File: config.mk
export PLATFORM = sky130hd
export DESIGN_NAME = dsa_ctrl
export DESIGN_NICKNAME = d
export VERILOG_FILES = /design/src/hdl/dsa_pkg.sv /design/src/hdl/dsa_ctrl.sv
export SDC_FILE = /design/constraint.sdc
export NUM_CORES = 1
export LEC_CHECK = 0
export BUFFER_PORTS_ARGS = -buffer_cell sky130_fd_sc_hd__buf_2
export CAP_MARGIN = 5
export CORE_AREA = 2 2 39 41
export CTS_BUF_LIST = sky130_fd_sc_hd__clkbuf_4 sky130_fd_sc_hd__clkbuf_8
export DETAILED_ROUTE_END_ITERATION = 7
export DIE_AREA = 0 0 41 43
export GPL_ROUTABILITY_DRIVEN = 0
export GPL_TIMING_DRIVEN = 0
export PLACE_DENSITY = 0.3
export SYNTH_ARGS = -nofsm -noshare
export SYNTH_HDL_FRONTEND = slang
export SYNTH_SLANG_ARGS = --single-unit
File: constraint.sdc
create_clock -name clk -period 1.7 [get_ports clk]
set_input_delay 0.17 -clock clk [delete_from_list [all_inputs] [get_ports clk]]
set_output_delay 0.17 -clock clk [all_outputs]
set_load 0.005 [all_outputs]
File: src/hdl/dsa_pkg.sv
`default_nettype none
package dsa_pkg;

  localparam int MAX_SLOTS = 1024;
  localparam int PTR_W     = $clog2(MAX_SLOTS);
  localparam int CNT_W     = $clog2(MAX_SLOTS + 1);

  localparam int IDX_W     = 10;
  localparam int CAP_W     = 11;
  localparam int SIZE_W    = 13;
  localparam int ADDR_W    = 64;
  localparam int OFF_W     = SIZE_W + IDX_W;
  localparam int CFG_IDX_W = 2;
  localparam int CFG_DAT_W = 64;

  localparam logic [CAP_W-1:0]  CAPACITY_RST = CAP_W'(1024);
  localparam logic [SIZE_W-1:0] DESC_SIZE_RST = SIZE_W'(32);

  typedef enum logic [1:0] {
    ST_OK        = 2'd0,
    ST_FULL      = 2'd1,
    ST_RANGE     = 2'd2,
    ST_LIST_FULL = 2'd3
  } status_t;

  typedef enum logic [CFG_IDX_W-1:0] {
    CFG_CAPACITY  = 2'd0,
    CFG_DESC_SIZE = 2'd1,
    CFG_CPU_BASE  = 2'd2,
    CFG_GPU_BASE  = 2'd3
  } cfg_reg_t;

  typedef enum logic {
    REQ_ALLOC = 1'b0,
    REQ_FREE  = 1'b1
  } req_kind_t;

  typedef enum logic [1:0] {
    S_IDLE,
    S_MUL,
    S_ADD
  } ctrl_state_t;

  typedef struct packed {
    logic take;
    logic mul;
    logic load;
  } ctrl_cmd_t;

endpackage
`default_nettype wire

File: src/hdl/dsa_ctrl.sv
`default_nettype none
module dsa_ctrl (
  input  wire logic       clk,
  input  wire logic       rst,
  input  wire logic       req_valid,
  output      logic       req_ready,
  input  wire logic       rsp_ready,
  output      logic       rsp_valid,
  output dsa_pkg::ctrl_cmd_t cmd
);

  dsa_pkg::ctrl_state_t state, state_next;
  logic                 rsp_valid_next;

  always_ff @(posedge clk) begin
    if (rst) begin
      state     <= dsa_pkg::S_IDLE;
      rsp_valid <= 1'b0;
    end else begin
      state     <= state_next;
      rsp_valid <= rsp_valid_next;
    end
  end

  always_comb begin
    state_next = state;
    cmd        = '0;
    req_ready  = 1'b0;
    unique case (state)
      dsa_pkg::S_IDLE: begin
        req_ready = 1'b1;
        if (req_valid) begin
          cmd.take   = 1'b1;
          state_next = dsa_pkg::S_MUL;
        end
      end
      dsa_pkg::S_MUL: begin
        cmd.mul    = 1'b1;
        state_next = dsa_pkg::S_ADD;
      end
      dsa_pkg::S_ADD: begin
        if (!rsp_valid || rsp_ready) begin
          cmd.load   = 1'b1;
          state_next = dsa_pkg::S_IDLE;
        end
      end
      default: state_next = dsa_pkg::S_IDLE;
    endcase

    if (cmd.load) begin
      rsp_valid_next = 1'b1;
    end else if (rsp_ready) begin
      rsp_valid_next = 1'b0;
    end else begin
      rsp_valid_next = rsp_valid;
    end
  end

endmodule
`default_nettype wire

==> impl_results.md, run 1 <==
- Crit Path Category: flip-flop to primary output
- Clock share of power: 58.6%
- DRT antenna net count: 0
- Root Buffer: clkbuf_4
- Worst reg2reg setup slack: 0.79 ns
- Placed cell areas: around 210 um2
- Pre-CTS setup slack: between 0.7 and 0.8 ns
- Port bufs: 8
- Clk_skew: 0.002501 ns
- DRC violations left: 0
- Post-Layout Inst Area: about 240 um2
- CP max stage cell: dfxtp_1
- Data arrival, critical path: ~1.1 ns
- Ratio of cells with drive above 1 in the final layout: approximately 58%
- Max stage delay on crit path: approximately 0.39 ns
- Routed WL per cell: 8.190 um
- Hold_buf cts: 0
- Max_cap viols: 0
- Worst Setup End Kind: primary output
- Final slew viol count: 0
- Post-layout power: between 0.2 and 0.25 mW
- Hold Crit Start: rst
- Die extent in x: 41 um
- I/O pins: 9
- Setup violators final: 0
- Most Crowded Layer GR: met4
- # diodes: 0
- NumNets Final: 31
- Final wirelength: approximately 340 um
- Num CTS Buffers: 3
- Worst min path class: input pin to flip-flop
- Vias in the first global route: 128
- Global-route met1 utilization: approximately 6.4%
- Comb power frac: about a tenth
- Worst-skew pair later-pin latency: around 0.23 ns
- RSZ-0062 raised after global routing: false
- First-pass GRT wire length: 517 um
- Fill cell count: between 150 and 200
- Worst EP required: 1.53 ns
- DR iter-0 viols: 3
- Clock Path Buffers: 2
- Router iterations before antenna repair: 2
- Initial Utilization: 10.58%
- Syn nets: 18
- Power per cell area: about 1000 mW/mm2
- R2R Path Start: state[1]
- Syn Std Cell Area: between 100 and 150 um2
- Met2 GRT Util: between 4 and 5%
- Crit path launch type: flip-flop
- Met3 Use GR: ~3.1%
- Final WS setup: approximately 0.48 ns
- Unique masters post-synth: 10
- Crit-path cells: nand2b_1 > nor2b_1 > buf_4 > buf_2
- Yosys reg bits: 3
- Final Hold Viols: 0
- Hold path depth: 2
- Post_cts resized: 0
- Worst-Margin Slew: 0.1868 ns
- Period minus WS final: between 1 and 1.5 ns
- Crit-path max FO: 5
- Max frequency: around 800 MHz
- Initial antenna violation count: 0
- Area of the die: 0.001763 mm2
- Worst reg2reg path depth: 2
- Tcrit/Tclk final: between 70% and 80%
- Post-CTS Setup Repair Bufs: 0
- Pleak: 0.1208 nW
- Switching power total: between 0.05 and 0.06 mW
- Core area: approximately 0.0014 mm2
- GRT Residual Overflow: 0
- Post-synthesis cell count: 14
- Clk sinks: 3
- VDD IR-drop max: 0.2426 mV
- Worst flop-to-flop path endpoint: state[1]
- Outcome: finished, final reports clean
- DR vias/cell: 3.405
- End of the worst hold path: rsp_valid
- Largest net degree at the start of global routing: 6
- Number of placement rows: 14
- Seq pwr share: about a third
- Yosys warns: 0
- Slew margin rel.: 87.53%
- Synth Area per Inst: 10.46 um2
- Worst Path Buf+Inv: 2
- H-tree depth: 1
- Switching share of power: a little over a fifth
- Internal Power: a little under 0.2 mW
- TritonCTS clock tree: yes
- CP top delay family: flip-flops
- Routed vias: about 140
- Die Span Y: between 40 and 50 um
- Clock slew at reported path FFs: ~0.040 ns
- Syn-to-layout area delta: 61.54%
- Seq/Total Area, Yosys: 41.03%
- Gr usage total: under 10%
- Total negative slack: 0 ns
through the flow:
stage | hold slack (ns) | utilization [%] | std cells
final | 0.1299 | 17.09 | 42
after global routing | 0.1343 | 17.09 | 42
after CTS | 0.1190 | 17.09 | 42
after detailed placement | 0.3748 | 14.92 | 38
after global placement | 0.3672 | 14.92 | 38
after floorplan | 0.2391 | - | 14
power by group through the flow:
| stage | combinational [mW] | sequential, mW | clock (mW) |
|---|---|---|---|
| 2_1_floorplan | 0.0133 | 0.0781 | 0 |
| 6_report | 0.0246 | 0.0778 | 0.145 |
| 3_5_place_dp | 0.0249 | 0.0790 | 0 |
| 4_1_cts | 0.0251 | 0.0778 | 0.153 |
| 3_3_place_gp | 0.0248 | 0.0790 | 0 |
| 5_1_grt | 0.0276 | 0.0782 | 0.156 |
flip-flops by register name, indices dropped and copies added (netlist names):
register and count:
state 2, rsp_valid 1
placed cells by master, fill, tap and decap left out:
| cell type | netlist | routed |
|---|---|---|
| nor3b_2 | 1 | 1 |
| nand2b_1 | 2 | 2 |
| buf_2 | 0 | 8 |
| o21ba_1 | 1 | 1 |
| and4bb_1 | 1 | 1 |
| a21oi_1 | 1 | 1 |
| and2b_4 | 1 | 1 |
| nor2_1 | 1 | 1 |
| nor2b_1 | 2 | 2 |
| clkbuf_4 | 0 | 4 |
| buf_4 | 1 | 1 |
| dfxtp_1 | 3 | 3 |
cells in the mapped netlist:
master	number	share of area [%]
nor2b_1	2	8.5
nor2_1	1	2.6
dfxtp_1	3	41
and2b_4	1	6.8
buf_4	1	5.1
and4bb_1	1	8.5
o21ba_1	1	6.8
nand2b_1	2	8.5
nor3b_2	1	8.5
a21oi_1	1	3.4
worst max path at each step:
stage | from | to | depth (start not counted)
2_1_floorplan | state[0] | cmd[0] | 3
3_3_place_gp | state[0] | cmd[0] | 4
3_5_place_dp | state[0] | cmd[0] | 4
4_1_cts | state[0] | cmd[0] | 4
5_1_grt | state[0] | cmd[0] | 4
6_report | state[0] | cmd[0] | 4
layer usage:
metal	part of all wire (%)	routed length, um
met1	47	161
met5	0	0
met4	0	0
met2	37	126
met3	16	56
final cells by class:
type                       instances  area [um2]  area share (%)
sequential                         3       60.06           25.40
timing repair buffer               8       40.04           16.93
multi-input combinational         10       78.83           33.33
tap                               16       20.02           8.466
buffer                             1       7.507           3.175
clock buffer                       4       30.03           12.70
kinds of logic (layout without fill, tap and decap cells):
| group | Yosys count | in the layout | share of synthesized area, % |
|---|---|---|---|
| and+or+nand+nor | 8 | 8 | 43.58 |
| DFF | 3 | 3 | 41.03 |
| buffers and inverters | 1 | 13 | 5.130 |
| AOI/OAI and AO/OA | 2 | 2 | 10.25 |
(Power assumes the default switching activity.)
==> run 2: changes to the inputs <==
- clock period: 1.7 -> 1 ns (I/O delays scaled with it)
==> impl_results.md, run 2 (synthesis gave the netlist of run 1 again) <==
- Crit Path Category: flip-flop to primary output
- Clock Path Buffers: 2 (unchanged)
- Worst-Margin Slew: 0.1415 ns (-0.04528 ns)
- Hold slack final: 0.05424 ns (-0.07569 ns)
- Worst-skew pair later-pin latency: 0.23 ns (about the same)
- Die Span Y: 43 um (unchanged)
- Largest net degree at the start of global routing: 6 (unchanged)
- Vias in the first global route: 142 (+11%)
- GRT Residual Overflow: 0 (unchanged)
- Critical path's most frequent cell: buf_6
- # diodes: 0 (unchanged)
- Failing checks: setup timing
- Worst min path class: input pin to flip-flop
- Clock slew at reported path FFs: 0.04 ns (about the same)
- Final slew viol count: 0 (unchanged)
- Setup violators final: 3 (+3)
- Top reg by flops: state
- Outcome: finished with violations
- Pre-CTS setup slack: 0.07783 ns (-0.6300 ns)
- Largest regs: state: 2 flops, rsp_valid: 1 flops
- Pleak: 0.1264 nW (+4.7%)
- Gr usage total: 5.622% (+0.40 points)
- DRC violations left: 0 (unchanged)
- VDD IR-drop max: 0.4012 mV (+65%)
- Die extent in x: 41 um (unchanged)
- Routed WL per cell: 8.548 um (+4.4%)
- Slew margin rel.: 90.52% (+3.0 points)
- Tcrit/Tclk final: 105.3%
- End of the worst hold path: state[0]
- R2R Path Start: state[0]
- TritonCTS clock tree: yes
- Initial antenna violation count: 0 (unchanged)
- Number of placement rows: 14 (unchanged)
- Hold path depth: 2 (unchanged)
- Initial Utilization: 10.58% (unchanged)
- Most frequent cells in the layout: 7 x buf_2, 4 x clkbuf_4, 2 x nor2b_1, 2 x buf_6
- Final wirelength: 359 um (+4.4%)
- Commonest non-fill, non-tap cell in the layout: buf_2
- Worst EP required: 0.90 ns (-0.63 ns)
- Total negative slack: -0.09631 ns (-0.09631 ns)
- Core area: 0.001384 mm2 (unchanged)
- Final WS setup: -0.05287 ns (-0.5300 ns)
- RSZ-0062 raised after global routing: true
- Port bufs: 8 (unchanged)
- Hold Crit Start: rst
- Crit-path cells: buf_6 > and2b_4 > buf_6
- Ratio of cells with drive above 1 in the final layout: 69.23% (+12 points)
- Router iterations before antenna repair: 4 (+2)
- I/O pins: 9 (unchanged)
- Syn-to-layout area delta: 76.92%
- Routed vias: 147 (+2.8%)
- Area of the die: 0.001763 mm2 (unchanged)
- Post-layout power: 0.4279 mW (+73%)
- Data arrival, critical path: 0.95 ns (-0.10 ns)
- DR vias/cell: 3.500 (+2.8%)
- Root Buffer: clkbuf_4
- Power per cell area: 1652 mW/mm2 (+58%)
- Max_cap viols: 0 (unchanged)
- Final Hold Viols: 0 (unchanged)
- Crit-path max FO: 3 (-2)
- First-pass GRT wire length: 565 um (+9.3%)
- Worst reg2reg setup slack: 0.09 ns (-0.70 ns)
- Num CTS Buffers: 3 (unchanged)
- H-tree depth: 1 (unchanged)
- Period minus WS final: approximately 1.1 ns
- Clk_skew: 0.001247 ns (-0.001253 ns)
- Worst reg2reg path depth: 3 (+1)
- CP max stage cell: dfxtp_4
- Max frequency: between 900 and 1000 MHz
- Worst flop-to-flop path endpoint: state[1]
- Worst Setup End Kind: primary output
- DRT antenna net count: 0 (unchanged)
- Flip-flop count of the largest register after layout: 2 (unchanged)
- Crit path launch type: flip-flop
- DR iter-0 viols: 7 (+4)
- Max stage delay on crit path: 0.34 ns (-0.05 ns)
- NumNets Final: 31 (unchanged)
- Clk sinks: 3 (unchanged)
run 2: per-layer routing:
metal  vias up  track usage (%)  share of wire (%)
met4         0            8.000                  0
met2         8            5.625                 41
met3         0            3.141                 15
met5         -                0                  0
met1        67            6.431                 44
li1         72                -                  -
run 2: layout make-up:
type / count / area [um2]
Clock buffer: 4 / 30.03
Fill cell: 155 / 1125
Multi-Input combinational cell: 10 / 86.33
Tap cell: 16 / 20.02
Timing Repair Buffer: 9 / 57.56
Sequential cell: 3 / 65.06
run 2: worst max-delay path: cells and delay by family, from the launching register on:
family | cells | cell delay, ns
flip-flops | 1 | 0.34
buffers and inverters | 2 | 0.22
AND/OR/NAND/NOR | 1 | 0.16
run 2: repair_timing:
item                       4_1_cts  5_1_grt
setup endpoints to repair        3        4
hold buffers                     0        0
setup buffers                    1        0
gates resized for setup          6        0
run 2: worst max path at each step:
stage                     startpoint  endpoint  slack, ns  depth (start not counted)
final                       state[0]    cmd[1]      -0.05                          3
after global placement      state[0]    cmd[0]       0.08                          4
after global routing        state[0]    cmd[1]      -0.08                          3
after detailed placement    state[0]    cmd[0]       0.08                          4
after CTS                   state[0]    cmd[1]      -0.07                          3
after floorplan             state[1]  state[1]       0.16                          2
run 2: power by group:
group          total (mW)  switching (mW)  leakage (nW)  internal, mW
clock               0.244          0.0672        0.0184         0.177
combinational      0.0515          0.0164        0.0824        0.0351
sequential          0.132         0.00685        0.0256         0.125
run 2: through the flow:
| stage | utilization, % | cells | area [um2] |
|---|---|---|---|
| 6_report | 18.72 | 42 | 259.0 |
| 5_1_grt | 18.72 | 42 | 259.0 |
| 3_3_place_gp | 14.92 | 38 | 206.4 |
| 4_1_cts | 18.72 | 42 | 259.0 |
| 3_5_place_dp | 14.92 | 38 | 206.4 |
| 2_1_floorplan | - | 14 | 146.4 |
